===== src/rtl/core/ewpd_pkg.sv =====
// Package with the shared types, codes and character helpers of the encoded-word decoder.
`default_nettype none

package ewpd_pkg;

  typedef enum logic [1:0] {
    KIND_DATA  = 2'd0,
    KIND_END   = 2'd1,
    KIND_ERROR = 2'd2
  } ewpd_kind_t;

  typedef enum logic [1:0] {
    ESC_IDLE = 2'd0,
    ESC_EQ   = 2'd1,
    ESC_HI   = 2'd2
  } ewpd_esc_t;

  localparam logic [7:0] LOWER_CASE_BIT = 8'h20;
  localparam logic [7:0] MODE_Q         = 8'h71;
  localparam logic [7:0] MODE_B         = 8'h62;
  localparam logic [7:0] CHAR_NUL       = 8'h00;
  localparam logic [7:0] CHAR_QMARK     = 8'h3f;
  localparam logic [7:0] CHAR_EQUALS    = 8'h3d;
  localparam logic [7:0] CHAR_UNDERLINE = 8'h5f;
  localparam logic [7:0] CHAR_SPACE     = 8'h20;
  localparam logic [7:0] CHAR_CR        = 8'h0d;
  localparam logic [7:0] CHAR_LF        = 8'h0a;
  localparam logic [7:0] RESET_LETTER   = 8'h71;
  localparam logic [5:0] SEXTET_PLUS    = 6'd62;
  localparam logic [5:0] SEXTET_SLASH   = 6'd63;

  typedef struct packed {
    ewpd_esc_t   esc_phase;
    logic [3:0]  high_nibble;
    logic [11:0] bit_buffer;
    logic [2:0]  bit_count;
    logic        word_closed;
  } ewpd_state_t;

  typedef struct packed {
    ewpd_kind_t  kind;
    logic [7:0]  data;
    logic [11:0] length;
  } ewpd_result_t;

  // Returns a valid flag above the 4-bit digit value.
  function automatic logic [4:0] hex_value(input logic [7:0] c);
    logic [7:0] d;
    begin
      d = 8'h00;
      case (c) inside
        [8'h30:8'h39]: begin
          d = c - 8'h30;
          hex_value = {1'b1, d[3:0]};
        end
        [8'h61:8'h66]: begin
          d = c - 8'h57;
          hex_value = {1'b1, d[3:0]};
        end
        [8'h41:8'h46]: begin
          d = c - 8'h37;
          hex_value = {1'b1, d[3:0]};
        end
        default: hex_value = 5'd0;
      endcase
    end
  endfunction

  // Returns a valid flag above the 6-bit base64 symbol value.
  function automatic logic [6:0] sextet_value(input logic [7:0] c);
    logic [7:0] d;
    begin
      d = 8'h00;
      case (c) inside
        [8'h41:8'h5a]: begin
          d = c - 8'h41;
          sextet_value = {1'b1, d[5:0]};
        end
        [8'h61:8'h7a]: begin
          d = c - 8'h47;
          sextet_value = {1'b1, d[5:0]};
        end
        [8'h30:8'h39]: begin
          d = c + 8'h04;
          sextet_value = {1'b1, d[5:0]};
        end
        8'h2b:   sextet_value = {1'b1, SEXTET_PLUS};
        8'h2f:   sextet_value = {1'b1, SEXTET_SLASH};
        default: sextet_value = 7'd0;
      endcase
    end
  endfunction

endpackage

`default_nettype wire


===== src/rtl/core/ewpd_if.sv =====
// Valid/ready channel interfaces for the input bytes and the decoded results.
`default_nettype none

interface ewpd_in_if;
  logic       valid;
  logic       ready;
  logic [7:0] in_byte;
  logic       word_start;

  modport source (output valid, output in_byte, output word_start, input ready);
  modport sink (input valid, input in_byte, input word_start, output ready);
endinterface

interface ewpd_out_if;
  logic        valid;
  logic        ready;
  logic [1:0]  out_kind;
  logic [7:0]  out_byte;
  logic [11:0] out_length;

  modport source (output valid, output out_kind, output out_byte, output out_length,
                  input ready);
  modport sink (input valid, input out_kind, input out_byte, input out_length,
                output ready);
endinterface

`default_nettype wire


===== src/rtl/core/ewpd_step.sv =====
// Next-state and result logic for one payload byte of an encoded word.
`default_nettype none

module ewpd_step #(
  parameter int unsigned MAX_OUT_LEN = 4095,
  parameter int unsigned CNT_W       = 12
) (
  input  ewpd_pkg::ewpd_state_t  st,
  input  logic [CNT_W-1:0]       cnt,
  input  logic [7:0]             in_byte,
  input  logic                   word_start,
  input  logic [7:0]             letter,
  output ewpd_pkg::ewpd_state_t  st_nxt,
  output logic [CNT_W-1:0]       cnt_nxt,
  output logic                   res_valid,
  output ewpd_pkg::ewpd_result_t res
);

  ewpd_pkg::ewpd_state_t s;
  logic [CNT_W-1:0]      c;
  logic [7:0]            mode;
  logic [4:0]            hex;
  logic [6:0]            sext;
  logic [3:0]            bits_sum;
  logic [3:0]            bits_left;
  logic [11:0]           buf_new;
  logic                  data_hit;
  logic [7:0]            data_val;

  assign mode = letter | ewpd_pkg::LOWER_CASE_BIT;
  assign hex  = ewpd_pkg::hex_value(in_byte);
  assign sext = ewpd_pkg::sextet_value(in_byte);

  always_comb begin
    s = st;
    c = cnt;
    if (word_start) begin
      s.esc_phase   = ewpd_pkg::ESC_IDLE;
      s.high_nibble = 4'd0;
      s.bit_buffer  = 12'd0;
      s.bit_count   = 3'd0;
      s.word_closed = 1'b0;
      c = '0;
    end
    st_nxt    = s;
    cnt_nxt   = c;
    res_valid = 1'b0;
    res       = '{kind: ewpd_pkg::KIND_DATA, data: 8'd0, length: 12'd0};
    data_hit  = 1'b0;
    data_val  = 8'd0;
    bits_sum  = {1'b0, s.bit_count} + 4'd6;
    bits_left = bits_sum - 4'd8;
    buf_new   = {s.bit_buffer[5:0], sext[5:0]};

    if (!s.word_closed) begin
      if (mode == ewpd_pkg::MODE_Q) begin
        case (s.esc_phase)
          ewpd_pkg::ESC_EQ: begin
            if (in_byte == ewpd_pkg::CHAR_CR || in_byte == ewpd_pkg::CHAR_LF) begin
              st_nxt.esc_phase = ewpd_pkg::ESC_IDLE;
            end else if (hex[4]) begin
              st_nxt.high_nibble = hex[3:0];
              st_nxt.esc_phase   = ewpd_pkg::ESC_HI;
            end else begin
              st_nxt.word_closed = 1'b1;
              res_valid          = 1'b1;
              res.kind           = ewpd_pkg::KIND_ERROR;
            end
          end
          ewpd_pkg::ESC_HI: begin
            if (hex[4]) begin
              st_nxt.esc_phase = ewpd_pkg::ESC_IDLE;
              data_hit         = 1'b1;
              data_val         = {s.high_nibble, hex[3:0]};
            end else begin
              st_nxt.word_closed = 1'b1;
              res_valid          = 1'b1;
              res.kind           = ewpd_pkg::KIND_ERROR;
            end
          end
          default: begin
            if (in_byte == ewpd_pkg::CHAR_NUL || in_byte == ewpd_pkg::CHAR_QMARK) begin
              st_nxt.word_closed = 1'b1;
              res_valid          = 1'b1;
              res.kind           = ewpd_pkg::KIND_END;
              res.length         = 12'(c);
            end else if (in_byte == ewpd_pkg::CHAR_EQUALS) begin
              st_nxt.esc_phase = ewpd_pkg::ESC_EQ;
            end else if (in_byte == ewpd_pkg::CHAR_UNDERLINE) begin
              data_hit = 1'b1;
              data_val = ewpd_pkg::CHAR_SPACE;
            end else begin
              data_hit = 1'b1;
              data_val = in_byte;
            end
          end
        endcase
      end else if (mode == ewpd_pkg::MODE_B) begin
        if (in_byte == ewpd_pkg::CHAR_NUL || in_byte == ewpd_pkg::CHAR_QMARK) begin
          st_nxt.word_closed = 1'b1;
          res_valid          = 1'b1;
          res.kind           = ewpd_pkg::KIND_END;
          res.length         = 12'(c);
        end else if (sext[6]) begin
          st_nxt.bit_buffer = buf_new;
          if (bits_sum >= 4'd8) begin
            st_nxt.bit_count = bits_left[2:0];
            data_hit         = 1'b1;
            data_val         = 8'(buf_new >> bits_left);
          end else begin
            st_nxt.bit_count = bits_sum[2:0];
          end
        end
      end else begin
        st_nxt.word_closed = 1'b1;
        res_valid          = 1'b1;
        res.kind           = ewpd_pkg::KIND_ERROR;
      end
    end

    if (data_hit) begin
      res_valid = 1'b1;
      res.data  = data_val;
      if (c < CNT_W'(MAX_OUT_LEN)) begin
        cnt_nxt = c + 1'b1;
      end
    end
  end

endmodule

`default_nettype wire


===== src/rtl/core/encoded_word_payload_decoder_core.sv =====
// Top level of the encoded-word payload decoder with its beat pipeline.
// A result beat is registered in the input stage, decoded by the step logic and
// registered in the result stage, where it is held until the receiver takes it.
// Throughput: one input beat per cycle; a stalled result holds both stages.
// Reset (rst_n low, synchronous) empties both stages, closes the word, clears
// the decoding state and sets the encoding letter to 'q'.
`default_nettype none

module encoded_word_payload_decoder_core #(
  parameter int unsigned MAX_OUT_LEN = 4095
) (
  input  logic              clk,
  input  logic              rst_n,
  input  logic              cfg_wr_en,
  input  logic [7:0]        cfg_wr_data,
  ewpd_in_if.sink           in_bus,
  ewpd_out_if.source        out_bus
);

  localparam int unsigned CNT_W = $clog2(MAX_OUT_LEN + 1);

  logic                   s1_valid_r;
  logic [7:0]             s1_byte_r;
  logic                   s1_start_r;
  logic                   out_valid_r;
  ewpd_pkg::ewpd_result_t out_res_r;
  ewpd_pkg::ewpd_state_t  state_r;
  ewpd_pkg::ewpd_state_t  state_nxt;
  logic [CNT_W-1:0]       byte_count_r;
  logic [CNT_W-1:0]       byte_count_nxt;
  logic [7:0]             letter_r;
  logic                   res_valid;
  ewpd_pkg::ewpd_result_t res;
  logic                   advance;

  assign advance      = !out_valid_r || out_bus.ready;
  assign in_bus.ready = advance || !s1_valid_r;

  ewpd_step #(
    .MAX_OUT_LEN (MAX_OUT_LEN),
    .CNT_W       (CNT_W)
  ) u_step (
    .st         (state_r),
    .cnt        (byte_count_r),
    .in_byte    (s1_byte_r),
    .word_start (s1_start_r),
    .letter     (letter_r),
    .st_nxt     (state_nxt),
    .cnt_nxt    (byte_count_nxt),
    .res_valid  (res_valid),
    .res        (res)
  );

  always_ff @(posedge clk) begin
    if (!rst_n) begin
      s1_valid_r   <= 1'b0;
      out_valid_r  <= 1'b0;
      letter_r     <= ewpd_pkg::RESET_LETTER;
      byte_count_r <= '0;
      state_r      <= '{esc_phase: ewpd_pkg::ESC_IDLE, high_nibble: 4'd0,
                        bit_buffer: 12'd0, bit_count: 3'd0, word_closed: 1'b1};
    end else begin
      if (cfg_wr_en) begin
        letter_r <= cfg_wr_data;
      end
      if (in_bus.ready) begin
        s1_valid_r <= in_bus.valid;
      end
      if (advance) begin
        out_valid_r <= s1_valid_r && res_valid;
        if (s1_valid_r) begin
          state_r      <= state_nxt;
          byte_count_r <= byte_count_nxt;
        end
      end
    end
  end

  always_ff @(posedge clk) begin
    if (in_bus.ready) begin
      s1_byte_r  <= in_bus.in_byte;
      s1_start_r <= in_bus.word_start;
    end
    if (advance) begin
      out_res_r <= res;
    end
  end

  assign out_bus.valid      = out_valid_r;
  assign out_bus.out_kind   = out_res_r.kind;
  assign out_bus.out_byte   = out_res_r.data;
  assign out_bus.out_length = out_res_r.length;

`ifndef SYNTHESIS
  a_close_after_end: assert property (@(posedge clk) disable iff (!rst_n)
    (advance && s1_valid_r && res_valid &&
     (res.kind == ewpd_pkg::KIND_END || res.kind == ewpd_pkg::KIND_ERROR))
    |=> state_r.word_closed)
    else $error("Word still open after an end or error beat.");

  a_count_limit: assert property (@(posedge clk) disable iff (!rst_n)
    byte_count_r <= CNT_W'(MAX_OUT_LEN))
    else $error("Byte count beyond its saturation limit.");

  a_data_fields: assert property (@(posedge clk) disable iff (!rst_n)
    (out_valid_r && out_res_r.kind == ewpd_pkg::KIND_DATA) |-> out_res_r.length == 12'd0)
    else $error("Data beat carries a nonzero length.");

  a_nondata_byte: assert property (@(posedge clk) disable iff (!rst_n)
    (out_valid_r && out_res_r.kind != ewpd_pkg::KIND_DATA) |-> out_res_r.data == 8'd0)
    else $error("End or error beat carries a nonzero byte.");

  a_stage_hold: assert property (@(posedge clk) disable iff (!rst_n)
    (s1_valid_r && !advance) |=> s1_valid_r && $stable(s1_byte_r) && $stable(s1_start_r))
    else $error("Input stage changed while the result stage was stalled.");
`endif

endmodule

`default_nettype wire


===== src/flat_wrapper.sv =====
// flat-port wrapper written by rule: the top's interface ports become plain ports
module encoded_word_payload_decoder_core_flat 
#(
  parameter int unsigned MAX_OUT_LEN = 4095
)
  (clk, rst_n, cfg_wr_en, cfg_wr_data, in_bus_valid, in_bus_in_byte, in_bus_word_start, in_bus_ready, out_bus_valid, out_bus_out_kind, out_bus_out_byte, out_bus_out_length, out_bus_ready);
  ewpd_in_if in_bus_i ();
  ewpd_out_if out_bus_i ();
  input  logic clk;
  input  logic rst_n;
  input  logic cfg_wr_en;
  input  logic [7:0] cfg_wr_data;
  input wire logic [$bits(in_bus_i.valid)-1:0] in_bus_valid;
  input wire logic [$bits(in_bus_i.in_byte)-1:0] in_bus_in_byte;
  input wire logic [$bits(in_bus_i.word_start)-1:0] in_bus_word_start;
  output wire logic [$bits(in_bus_i.ready)-1:0] in_bus_ready;
  output wire logic [$bits(out_bus_i.valid)-1:0] out_bus_valid;
  output wire logic [$bits(out_bus_i.out_kind)-1:0] out_bus_out_kind;
  output wire logic [$bits(out_bus_i.out_byte)-1:0] out_bus_out_byte;
  output wire logic [$bits(out_bus_i.out_length)-1:0] out_bus_out_length;
  input wire logic [$bits(out_bus_i.ready)-1:0] out_bus_ready;
  assign in_bus_i.valid = in_bus_valid;
  assign in_bus_i.in_byte = in_bus_in_byte;
  assign in_bus_i.word_start = in_bus_word_start;
  assign in_bus_ready = in_bus_i.ready;
  assign out_bus_valid = out_bus_i.valid;
  assign out_bus_out_kind = out_bus_i.out_kind;
  assign out_bus_out_byte = out_bus_i.out_byte;
  assign out_bus_out_length = out_bus_i.out_length;
  assign out_bus_i.ready = out_bus_ready;
  encoded_word_payload_decoder_core #(.MAX_OUT_LEN(MAX_OUT_LEN)) u_core (.clk(clk), .rst_n(rst_n), .cfg_wr_en(cfg_wr_en), .cfg_wr_data(cfg_wr_data), .in_bus(in_bus_i), .out_bus(out_bus_i));
endmodule

===== config.mk =====
export PLATFORM = sky130hd
export DESIGN_NAME = encoded_word_payload_decoder_core_flat
export DESIGN_NICKNAME = d
export VERILOG_FILES = /design/src/rtl/core/ewpd_pkg.sv /design/src/rtl/core/ewpd_if.sv /design/src/rtl/core/ewpd_step.sv /design/src/rtl/core/encoded_word_payload_decoder_core.sv /design/src/flat_wrapper.sv
export SDC_FILE = /design/constraint.sdc
export NUM_CORES = 1
export LEC_CHECK = 0
export ABC_AREA = 1
export ABC_CLOCK_PERIOD_IN_PS = 3510
export BUFFER_PORTS_ARGS = -buffer_cell sky130_fd_sc_hd__buf_2
export CAP_MARGIN = 20
export CORE_AREA = 5 5 156 158
export DETAILED_ROUTE_END_ITERATION = 8
export DIE_AREA = 0 0 161 163
export SYNTH_ARGS = -nofsm -noshare
export SYNTH_HDL_FRONTEND = slang
export SYNTH_HIERARCHICAL = 1
export SYNTH_SLANG_ARGS = --single-unit

===== constraint.sdc =====
create_clock -name clk -period 3.51 [get_ports clk]
set_clock_uncertainty 0.15 [all_clocks]
set_input_delay 0.351 -clock clk [delete_from_list [all_inputs] [get_ports clk]]
set_output_delay 0.351 -clock clk [all_outputs]
set_load 0.1 [all_outputs]

### Yosys cells after proc, flatten, opt, wreduce, memory -nomap -nowiden

Index checks and enable logic that the tools add are counted.

| storage, ports and cells | value |
|---|---|
| register bits after elaboration | 75 |
| input port bits | 22 |
| output and inout bits | 24 |
| word-level logic and storage cells | 127 |

| cells by class | value |
|---|---|
| add/subtract/negate cells | 9 |
| order comparisons | 10 |
| equality and inequality tests | 11 |
| shifts and indexed selects | 1 |
| mux-type cells | 65 |
| bitwise operators | 1 |
| reductions and logical operators | 16 |

Operators with widths:

| cell | count |
|---|---|
| $mux W12 | 7 |
| $mux W8 | 9 |
| $mux W15 | 4 |
| $mux W22 | 2 |
| $mux W7 | 5 |
| $eq A8 B6 Y1 const B | 4 |
| $le A8 B7 Y1 const B | 4 |
| $mux W1 | 17 |
| $eq A8 B4 Y1 const B | 2 |
| $ge A8 B7 Y1 const B | 2 |
| $mux W2 | 8 |
| $pmux W8 S2 | 1 |
| $mux W5 | 3 |
| $eq A7 B6 Y1 const B | 2 |
| $add A12 B1 Y12 const B | 1 |
| $lt A12 B12 Y1 const B | 1 |
| $mux W6 | 2 |
| $shr A12 B4 Y8 | 1 |
| $eq A8 B7 Y1 const B | 1 |
| $ge A8 B6 Y1 const B | 1 |
| $le A8 B6 Y1 const B | 1 |
| $logic_not A8 Y1 | 1 |
| $mux W4 | 2 |
| $pmux W2 S2 | 2 |
| 18 further kinds | 30 |

### Logic depth before layout (Yosys ltp)

Gate-level depths: netlist (run 1).

| depth | value |
|---|---|
| depth after elaboration | 13 |
| mapped depth | 21 |
| mapped depth without buffers | 19 |

### Hierarchy

The synthesis (run 1) kept the hierarchy.

By module, submodules not included:

| module | instances | cells an instance | area an instance (um2) | sequential area each (um2) |
|---|---|---|---|---|
| ewpd_step | 1 | 560 | 2824.0 | 0.0 |
| encoded_word_payload_decoder_core | 1 | 298 | 2778.9 | 1811.7 |

### Worst setup path after synthesis (run 1)

No wires, ideal clock.

| path | value |
|---|---|
| kind | flip-flop to flip-flop |
| from | register u_core.s1_start_r |
| to | register u_core.byte_count_r[6] |
| arrival time | 2854 ps |
| path slack | 442 ps |
| stages on the path, launching flop included | 20 |
| path buffers | 6 |
| period minus slack after synthesis | 3068 ps |
| cell sequence | edfxtp_1 > buf_2 > inv_1 > buf_2 > buf_2 > buf_1 > nand2_1 > ha_1 > clkbuf_1 > nand2_1 > o21ai_2 > o21ai_2 > a21oi_4 > buf_6 > o21ai_1 > o21ai_1 > inv_1 > nand3_1 > nand2_1 > nor2_1 |

| between the ends | value |
|---|---|
| word-level cells in the longest chain between the ends | 10 |
| elaborated cells on any way between the ends | 17 |

RTL lines:

| element | RTL line | text |
|---|---|---|
| from (decl) | encoded_word_payload_decoder_core.sv:24 | `logic s1_start_r;` |
| from (signal assigned) | encoded_word_payload_decoder_core.sv:82 | `s1_start_r <= in_bus.word_start;` |
| $mux W22 | ewpd_step.sv:37 | `if (word_start) begin` |
| $add A3 B3 Y4 | ewpd_step.sv:51 | `bits_sum = {1'b0, s.bit_count} + 4'd6;` |
| $ge A4 B4 Y1 | ewpd_step.sv:106 | `if (bits_sum >= 4'd8) begin` |
| $mux W1 | ewpd_step.sv:106 |  |
| $mux W1 | ewpd_step.sv:104 | `end else if (sext[6]) begin` |
| $mux W1 | ewpd_step.sv:99 | `if (in_byte == ewpd_pkg::CHAR_NUL \|\| in_byte == ewpd_pkg::CHAR_QMARK) begin` |
| $mux W1 | ewpd_step.sv:98 | `end else if (mode == ewpd_pkg::MODE_B) begin` |
| $mux W1 | ewpd_step.sv:56 | `if (mode == ewpd_pkg::MODE_Q) begin` |
| $mux W1 | ewpd_step.sv:55 | `if (!s.word_closed) begin` |
| $mux W12 * | ewpd_step.sv:121 | `if (data_hit) begin` |
| net u_core.byte_count_nxt[6] | encoded_word_payload_decoder_core.sv:30 | `logic [CNT_W-1:0] byte_count_nxt;` |
| to (signal assigned) | encoded_word_payload_decoder_core.sv:73 | `byte_count_r <= byte_count_nxt;` |
| to (decl) | encoded_word_payload_decoder_core.sv:29 | `logic [CNT_W-1:0] byte_count_r;` |

The timed path passes the listed nets; every way through them passes the cells marked *.
A chain may end at the register's enable or synchronous reset.

### Worst setup path after layout (run 1)

| path | value |
|---|---|
| from | register u_core.s1_byte_r[3] |
| to | register u_core.byte_count_r[11] |

| between the ends | value |
|---|---|
| word-level cells in the longest chain between the ends | 12 |
| elaborated cells on any way between the ends | 37 |

RTL lines:

| element | RTL line | text |
|---|---|---|
| from (decl) | encoded_word_payload_decoder_core.sv:23 | `logic [7:0] s1_byte_r;` |
| from (signal assigned) | encoded_word_payload_decoder_core.sv:81 | `s1_byte_r <= in_bus.in_byte;` |
| branches (longest 9 deep; another with $ge A8 B6 Y1) | n/a |  |
| $mux W1 * | ewpd_step.sv:56 |  |
| $mux W1 * | ewpd_step.sv:55 |  |
| $mux W12 * | ewpd_step.sv:121 |  |
| net u_core.byte_count_nxt[11] | encoded_word_payload_decoder_core.sv:30 |  |

Mark *: on every way through the listed nets, which the timed path passes.

==> flow_metrics.tcl, run 1 <==
set metrics [dict create \
    status "complete, no violations" \
    path_buf_inv 3 \
    power_density_nw_per_um2 390 \
    preCtsSetupSlack_ns 0.265 \
    die_area_sq_um 26200 \
    slew_viol_final 0 \
    pin_count 46 \
    period_needed_ns 3.05 \
    critPathTopFamily "simple AND/OR/NAND/NOR gates" \
    placementRows 56 \
    netlist_area_sq_um 5260 \
    cp_max_fo 16 \
    floorplan.initialDensity_pct 22.9 \
    holdBufCountCts 0 \
    ant_nets 0 \
    fin_area_sq_um 6020 \
    rsz0062_at_grt "false" \
    postPlaceCellArea_sq_um 5710 \
    cpMostUsedCell "nand2_2" \
    hpwl_um 10400 \
    cts_tree "yes" \
    insertion_delay_ns 0.34 \
    critPathKind "flop to flop" \
    cpPeakStageDelay_ns 0.50 \
    antennaDiodeCount 0 \
    firstDrtPassIters 5 \
    leakage_nw 2.59 \
    required_ns 3.64 \
    overflow 0 \
    cts_max_path_buffers 2 \
    setup_slack_ns 0.460 \
    grt_pass1_wl_um 23700 \
    pwr-share-comb_pct 22.2 \
    layout_common_cells "198 x nand2_1, 103 x nand3_1, 89 x inv_1, 88 x nor2_1, 48 x a21oi_1" \
    htreeDepth 3 \
    clk_pin_slew_ns 0.06 \
    hp-class "input port to flop" \
    endpoint_kind "flop" \
    synth.net_count 840 \
    die_h_um 163 \
    grt_pass1_vias 4827 \
    hold_viol 0 \
    setup_viol 0 \
    globalRoute.busiestLayer "met2" \
    met2_usage_pct 17.6 \
    grt_max_degree 67 \
    final_common_cell "nand2_1" \
    remaining_drc_errors 0 \
    dr_total_vias 5144 \
    yosys_warnings 6 \
    pwr-share-seq_pct 38.8 \
    start_kind "flop" \
    post-route-period-util_pct 86.9 \
    synth_cells 805 \
    power.switching_w 0.000774 \
    clockPowerShare_pct 39.1 \
    nets 869 \
    port_buffers 44 \
    crit_start "u_core/s1_byte_r[3]" \
    grt_usage_pct 11.0 \
    holdCritStartpoint "in_bus_in_byte[2]" \
    drive_gt1_share_pct 14.4 \
    r2r_start "u_core/s1_byte_r[3]" \
    avgRoutedWirePerCell_um 12.7 \
    irDropWorstVdd_mv 0.197 \
    met3_usage_pct 2.13 \
    drv_cap 0 \
    gp_congestion 0.964 \
    routed_via_density 4.56 \
    max_freq_ghz 0.328 \
    tns_ns 0 \
    p_int_w 0.00157 \
    max-slew-margin-rel_pct 46.7 \
    cp.arrival_ns 3.18 \
    tightest_slew_ns 0.799 \
    clkSinkCount 68 \
    syn_area_per_cell_sq_um 6.53 \
    slowest_stage "edfxtp_1" \
    path_cells "buf_4 -> ha_1 -> nand2_1 -> nand3_1 -> nand2_2 -> nand2_2 -> nand3_2 -> nand2_2 -> inv_2 -> o21ai_2 -> a21oi_4 -> o21ai_0 -> o21ai_1 -> inv_1 -> nand3_1 -> nand2_1 -> nor2_1" \
    die_w_um 161 \
    core-area_sq_um 23000 \
    switching_share_pct 33.0 \
    cts_buffers 9 \
    grt_use_met1_pct 15.1 \
    routed_wl_um 14400 \
    area_delta_synth_final_pct 14.4 \
    ctsRootBufferMaster "clkbuf_16" \
    fin_util_pct 26.2 \
    antenna_found_initial 0 \
    drtIter0Drc 418 \
]
[final cells by class]
type                            instances  area, sq um
Clock inverter                          6         63.8
Fill cell                            2591        17000
Timing Repair Buffer                   58          325
Multi-Input combinational cell        596         2980
Clock buffer                           10          229
Sequential cell                        68         1670
Inverter                              101          380
Tap cell                              290          363
[state kept, by name, indices dropped and copies added (netlist names)]
register	flops
u_core/byte_count_r	12
u_core/letter_r	7
u_core/out_bus.out_byte	8
u_core/out_bus.out_kind	2
u_core/out_bus.out_length	12
u_core/out_bus.valid	1
u_core/s1_byte_r	8
u_core/s1_start_r	1
u_core/s1_valid_r	1
u_core/state_r	16
[per-stage QoR]
stage / instances / hold WS, ns / total power (W)
global placement: 1112 / 0.294 / 0.00143
floorplan: 805 / 0.279 / 0.00133
global route: 1129 / 0.0231 / 0.00246
finish: 1129 / 0.0342 / 0.00234
detailed placement: 1112 / 0.297 / 0.00144
CTS: 1128 / 0.0208 / 0.00236
[layer usage]
layer / share of wire [%] / wire length, um
met5: 0 / 0
met4: 1.4 / 203
met3: 4.2 / 609
met2: 45 / 6490
met1: 49 / 7080
[path summary, 6_finish.rpt]
check / end / slack [ns] / depth (start not counted)
min reg2reg: u_core/letter_r[6] / 0.31 / 2
min: u_core/s1_byte_r[2] / 0.03 / 1
max reg2reg: u_core/byte_count_r[11] / 0.46 / 17
max: u_core/byte_count_r[11] / 0.46 / 17
[power groups by stage]
stage,clock (W),combinational [W],sequential [W]
2_1_floorplan,0,0.000335,0.000999
3_3_place_gp,0,0.000506,0.000925
3_5_place_dp,0,0.000509,0.000926
4_1_cts,0.000940,0.000511,0.000910
5_1_grt,0.000968,0.000579,0.000917
6_report,0.000916,0.000519,0.000909
[timing repair]
action                                  in CTS  in global routing
endpoints found under the setup margin       0                 12
gates resized for setup                      0                  1
endpoints found under the hold margin        0                  0
setup buffers                                0                  0
No activity file was read; power rests on OpenSTA's default activity.
==> inputs of run 2 (changes only) <==
REMOVE_ABC_BUFFERS = 1   (was default)
==> flow_metrics.tcl, run 2 (synthesis results as in run 1) <==
set metrics [dict create \
    critPathKind "flop to flop" \
    area_delta_synth_final_pct 15.4 \
    required_ns 3.59 \
    largest-register "u_core/state_r" \
    cp_max_fo 15 \
    r2r_slack_ns 0.30 \
    final_common_cell "nand2_1" \
    place_inst 1117 \
    clkSinkCount 68 \
    die_h_um 163 \
    cp.arrival_ns 3.29 \
    power_density_nw_per_um2 393 \
    slowest_stage "a21oi_2" \
    routed_via_density 4.62 \
    critPathTopFamily "simple AND/OR/NAND/NOR gates" \
    largest_register_ffs 16 \
    num-fill-cells 2562 \
    start_kind "flop" \
    status "complete, no violations" \
    avgRoutedWirePerCell_um 12.7 \
    leakage_nw 2.62 \
    whs_ns 0.0343 \
    die_w_um 161 \
    tightest_slew_ns 0.906 \
    port_buffers 44 \
    overflow 0 \
    cpPeakStageDelay_ns 0.66 \
    irDropWorstVdd_mv 0.305 \
    drive_gt1_share_pct 14.9 \
    cts_buffers 9 \
    rr_worst_depth 17 \
    grt_pass1_wl_um 23500 \
    post-route-period-util_pct 91.4 \
    grt_pass1_vias 4645 \
    gp_congestion 0.945 \
    drv_cap 0 \
    tns_ns 0 \
    cts_tree "yes" \
    dr_total_vias 5235 \
    layoutNonFillerInstCount 1134 \
    antennaDiodeCount 0 \
    ant_nets 0 \
    postPlaceCellArea_sq_um 5750 \
    firstDrtPassIters 5 \
    seqCellArea_sq_um 1670 \
    clk_pin_slew_ns 0.05 \
    reg2reg_to "u_core/byte_count_r[1]" \
    slew_viol_final 0 \
    fin_area_sq_um 6070 \
    grt_usage_pct 11.0 \
    min_to "u_core/s1_start_r" \
    endpoint_kind "flop" \
    multiInputGateArea_sq_um 2980 \
    pin_count 46 \
    hp-class "input port to flop" \
    drtIter0Drc 494 \
    placementRows 56 \
    nets 874 \
    path_buf_inv 3 \
    crit_start "u_core/s1_byte_r[3]" \
    grt_max_degree 58 \
    core-area_sq_um 23000 \
    path_cells "inv_1 -> ha_1 -> nand2_1 -> nand3_1 -> nand2_1 -> nand2_1 -> nand2_2 -> nand4_2 -> nand2_4 -> clkinv_2 -> nand2_4 -> a21oi_2 -> o21ai_1 -> inv_1 -> nand3_1 -> nand2_1 -> nor2_1" \
    antenna_found_initial 0 \
    cts_max_path_buffers 2 \
    hpwl_um 10400 \
    ctsRootBufferMaster "clkbuf_16" \
    remaining_drc_errors 0 \
    rsz0062_at_grt "false" \
    holdBufCountCts 0 \
    cpMostUsedCell "nand2_1" \
    insertion_delay_ns 0.35 \
    max_freq_ghz 0.312 \
    routed_wl_um 14300 \
    r2r_start "u_core/s1_byte_r[3]" \
    layout_common_cells "198 x nand2_1, 103 x nand3_1, 89 x inv_1, 88 x nor2_1, 48 x a21oi_1" \
    holdCritStartpoint "in_bus_word_start" \
    max-slew-margin-rel_pct 39.4 \
    min_path_cells 1 \
    floorplan.initialDensity_pct 22.9 \
    die_area_sq_um 26200 \
    setup_viol 0 \
    period_needed_ns 3.21 \
    htreeDepth 3 \
    hold_viol 0 \
]
==> run 2: cell types whose count changed in the layout (fill, tap and decap cells not counted) <==
cell and change:
a21oi_2 +1, a21oi_4 -1, buf_4 +5, clkbuf_16 +1, clkinv_2 -1, clkinvlp_4 -1, inv_4 +1
==> run 2: routing by layer <==
metal	global-route usage (%)	share of wire, %	vias up
met4	3.18	1.6	0
met5	0	0	-
met1	15.5	49	2368
li1	-	-	2688
met2	16.5	43	161
met3	2.96	6.4	18
==> run 2: worst max-delay path by stage <==
stage | end | slack (ns) | cells past startpoint
after floorplan | u_core/byte_count_r[11] | 0.13 | 15
after CTS | u_core/byte_count_r[11] | 0.30 | 18
after global placement | u_core/byte_count_r[11] | 0.31 | 18
after detailed placement | u_core/byte_count_r[11] | 0.29 | 18
final | u_core/byte_count_r[1] | 0.30 | 17
after global routing | u_core/byte_count_r[2] | 0.02 | 17
==> run 2: stage by stage <==
stage	utilization, %	setup WS (ns)	power [W]
after floorplan	-	0.130	0.00131
after global placement	25.0	0.308	0.00144
after detailed placement	25.0	0.291	0.00144
after CTS	26.4	0.298	0.00240
after global routing	26.4	0.0220	0.00251
final	26.4	0.302	0.00238
==> run 2: layout make-up <==
class | count | area share (%)
clock inverters | 5 | 0.949
inverters | 101 | 6.27
flip-flops and latches | 68 | 27.6
repair buffers | 63 | 5.98
well taps | 290 | 5.98
clock buffers | 11 | 4.19
multi-input cells | 596 | 49.1
==> run 2: power by group <==
group | internal [W] | switching [W]
Sequential | 0.000873 | 0.0000371
Clock | 0.000595 | 0.000355
Combinational | 0.000152 | 0.000373
==> run 2: timing repair <==
item,4_1_cts,5_1_grt
setup buffers,0,0
setup endpoints to repair,0,11
resized for setup,0,0
==> run 2: worst register-to-register path, delay by kind of cell, from the launching register on <==
| kind | cells | cell delay (ns) |
|---|---|---|
| adder cells (fa/ha/maj) | 1 | 0.23 |
| AO/OA/AOI/OAI | 2 | 0.77 |
| AND/OR/NAND/NOR | 11 | 1.03 |
| buffers and inverters | 3 | 0.40 |
| flip-flops | 1 | 0.53 |
==> inputs of run 3 (changes only) <==
CORE_AREA = 5 5 133 186   (was 5 5 156 158)
DIE_AREA = 0 0 138 191   (was 0 0 161 163)
==> flow_metrics.tcl, run 3 (synthesis results as in run 1) <==
set metrics [dict create \
    htreeDepth 3 \
    max-slew-margin-rel_pct 45.8 \
    pin_count 46 \
    path_buf_inv 3 \
    drtIter0Drc 274 \
    core-area_sq_um 23000 \
    final_common_cell "nand2_1" \
    avgRoutedWirePerCell_um 13.0 \
    met2_length_um 7990 \
    slowest_stage "a21oi_4" \
    ctsRootBufferMaster "clkbuf_16" \
    grt_pass1_wl_um 24000 \
    ant_nets 0 \
    antennaDiodeCount 0 \
    critPathTopFamily "simple AND/OR/NAND/NOR gates" \
    drive_gt1_share_pct 15.1 \
    routed_via_density 4.51 \
    tightest_slew_ns 0.812 \
    max_freq_ghz 0.306 \
    met1Wirelength_um 5980 \
    status "complete, no violations" \
    path_cells "inv_1 -> ha_1 -> nand2_1 -> nand3_1 -> nand2_1 -> nand2_4 -> nand2_2 -> nand4_2 -> nand2_4 -> clkinv_2 -> nand2_4 -> a21oi_4 -> o21ai_0 -> o21ai_1 -> inv_1 -> nand3_1 -> nand2_1 -> nor2_1" \
    required_ns 3.63 \
    irDropWorstVdd_mv 0.189 \
    clkSinkCount 68 \
    clk_pin_slew_ns 0.06 \
    antenna_found_initial 0 \
    place_inst 1135 \
    grt_usage_pct 11.1 \
    largest-register "u_core/state_r" \
    tns_ns 0 \
    endpoint_kind "flop" \
    post-cts-setup-buffers 0 \
    firstDrtPassIters 5 \
    holdCritStartpoint "in_bus_in_byte[0]" \
    layout_common_cells "198 x nand2_1, 103 x nand3_1, 89 x inv_1, 88 x nor2_1, 48 x a21oi_1" \
    gp_congestion 0.920 \
    setup_slack_ns 0.246 \
    die_h_um 191 \
    period_needed_ns 3.26 \
    rr_worst_depth 18 \
    drv_cap 0 \
    cts_buffers 9 \
    cp.arrival_ns 3.38 \
    die_w_um 138 \
    critPathKind "flop to flop" \
    dr_wl_met3_um 404 \
    start_kind "flop" \
    cp_max_fo 31 \
    placementRows 66 \
    nets 876 \
    holdBufCountCts 0 \
    die_area_sq_um 26400 \
    num-fill-cells 2626 \
    largest_register_ffs 16 \
    cts_tree "yes" \
    dr_total_vias 5200 \
    hold_viol 0 \
    routed_wl_um 15000 \
    port_buffers 44 \
    r2r_start "u_core/s1_byte_r[3]" \
    remaining_drc_errors 0 \
    cpPeakStageDelay_ns 0.66 \
    top_layer "met4" \
    area_delta_synth_final_pct 16.0 \
    power_density_nw_per_um2 384 \
    overflow 0 \
    post-route-period-util_pct 93.0 \
    leakage_nw 2.64 \
    grt_max_degree 58 \
    cts_max_path_buffers 2 \
    floorplan.initialDensity_pct 22.9 \
    crit_start "u_core/s1_byte_r[3]" \
    postCtsResizedCells 0 \
    insertion_delay_ns 0.34 \
    preCtsSetupSlack_ns 0.280 \
    slew_viol_final 0 \
    hpwl_um 11400 \
    path_depth 18 \
    min_path_cells 1 \
    rsz0062_at_grt "false" \
    grt_pass1_vias 4908 \
    hp-class "input port to flop" \
    setup_viol 0 \
    layoutNonFillerInstCount 1152 \
]
[run 3: report_power, final]
group	internal (W)	switching [W]	total, W	leakage (nW)
Combinational	0.000154	0.000375	0.000529	1.83
Clock	0.000558	0.000345	0.000903	0.147
Sequential	0.000873	0.0000350	0.000908	0.665
Total	0.00158	0.000755	0.00234	2.64
[run 3: worst paths after layout]
check	slack, ns	to
hold reg to reg	0.30	u_core/letter_r[6]
hold / removal	0.05	u_core/s1_byte_r[0]
setup reg to reg	0.25	u_core/byte_count_r[11]
setup / recovery	0.25	u_core/byte_count_r[11]
[run 3: area by class of cell]
cell class | instances | area, sq um | area share [%]
clock buffers | 13 | 282 | 4.62
multi-input cells | 595 | 2970 | 48.6
repair buffers | 66 | 398 | 6.52
well taps | 306 | 383 | 6.28
inverters | 101 | 380 | 6.24
clock inverters | 3 | 17.5 | 0.287
flip-flops and latches | 68 | 1670 | 27.4
[run 3: metrics by stage]
| step | power (W) | hold WS (ns) | cell area, sq um | utilization (%) |
|---|---|---|---|---|
| 3_5_place_dp | 0.00145 | 0.293 | 5780 | 25.2 |
| 2_1_floorplan | 0.00131 | 0.279 | 5020 | - |
| 3_3_place_gp | 0.00145 | 0.289 | 5780 | 25.2 |
| 4_1_cts | 0.00237 | 0.0295 | 6080 | 26.5 |
| 5_1_grt | 0.00246 | 0.0381 | 6100 | 26.6 |
| 6_report | 0.00234 | 0.0457 | 6100 | 26.6 |
[run 3: layer usage]
layer | vias up | track usage, %
li1 | 2694 | -
met1 | 2362 | 11.5
met3 | 37 | 1.43
met2 | 107 | 21.4
met4 | 0 | 6.05
met5 | - | 0
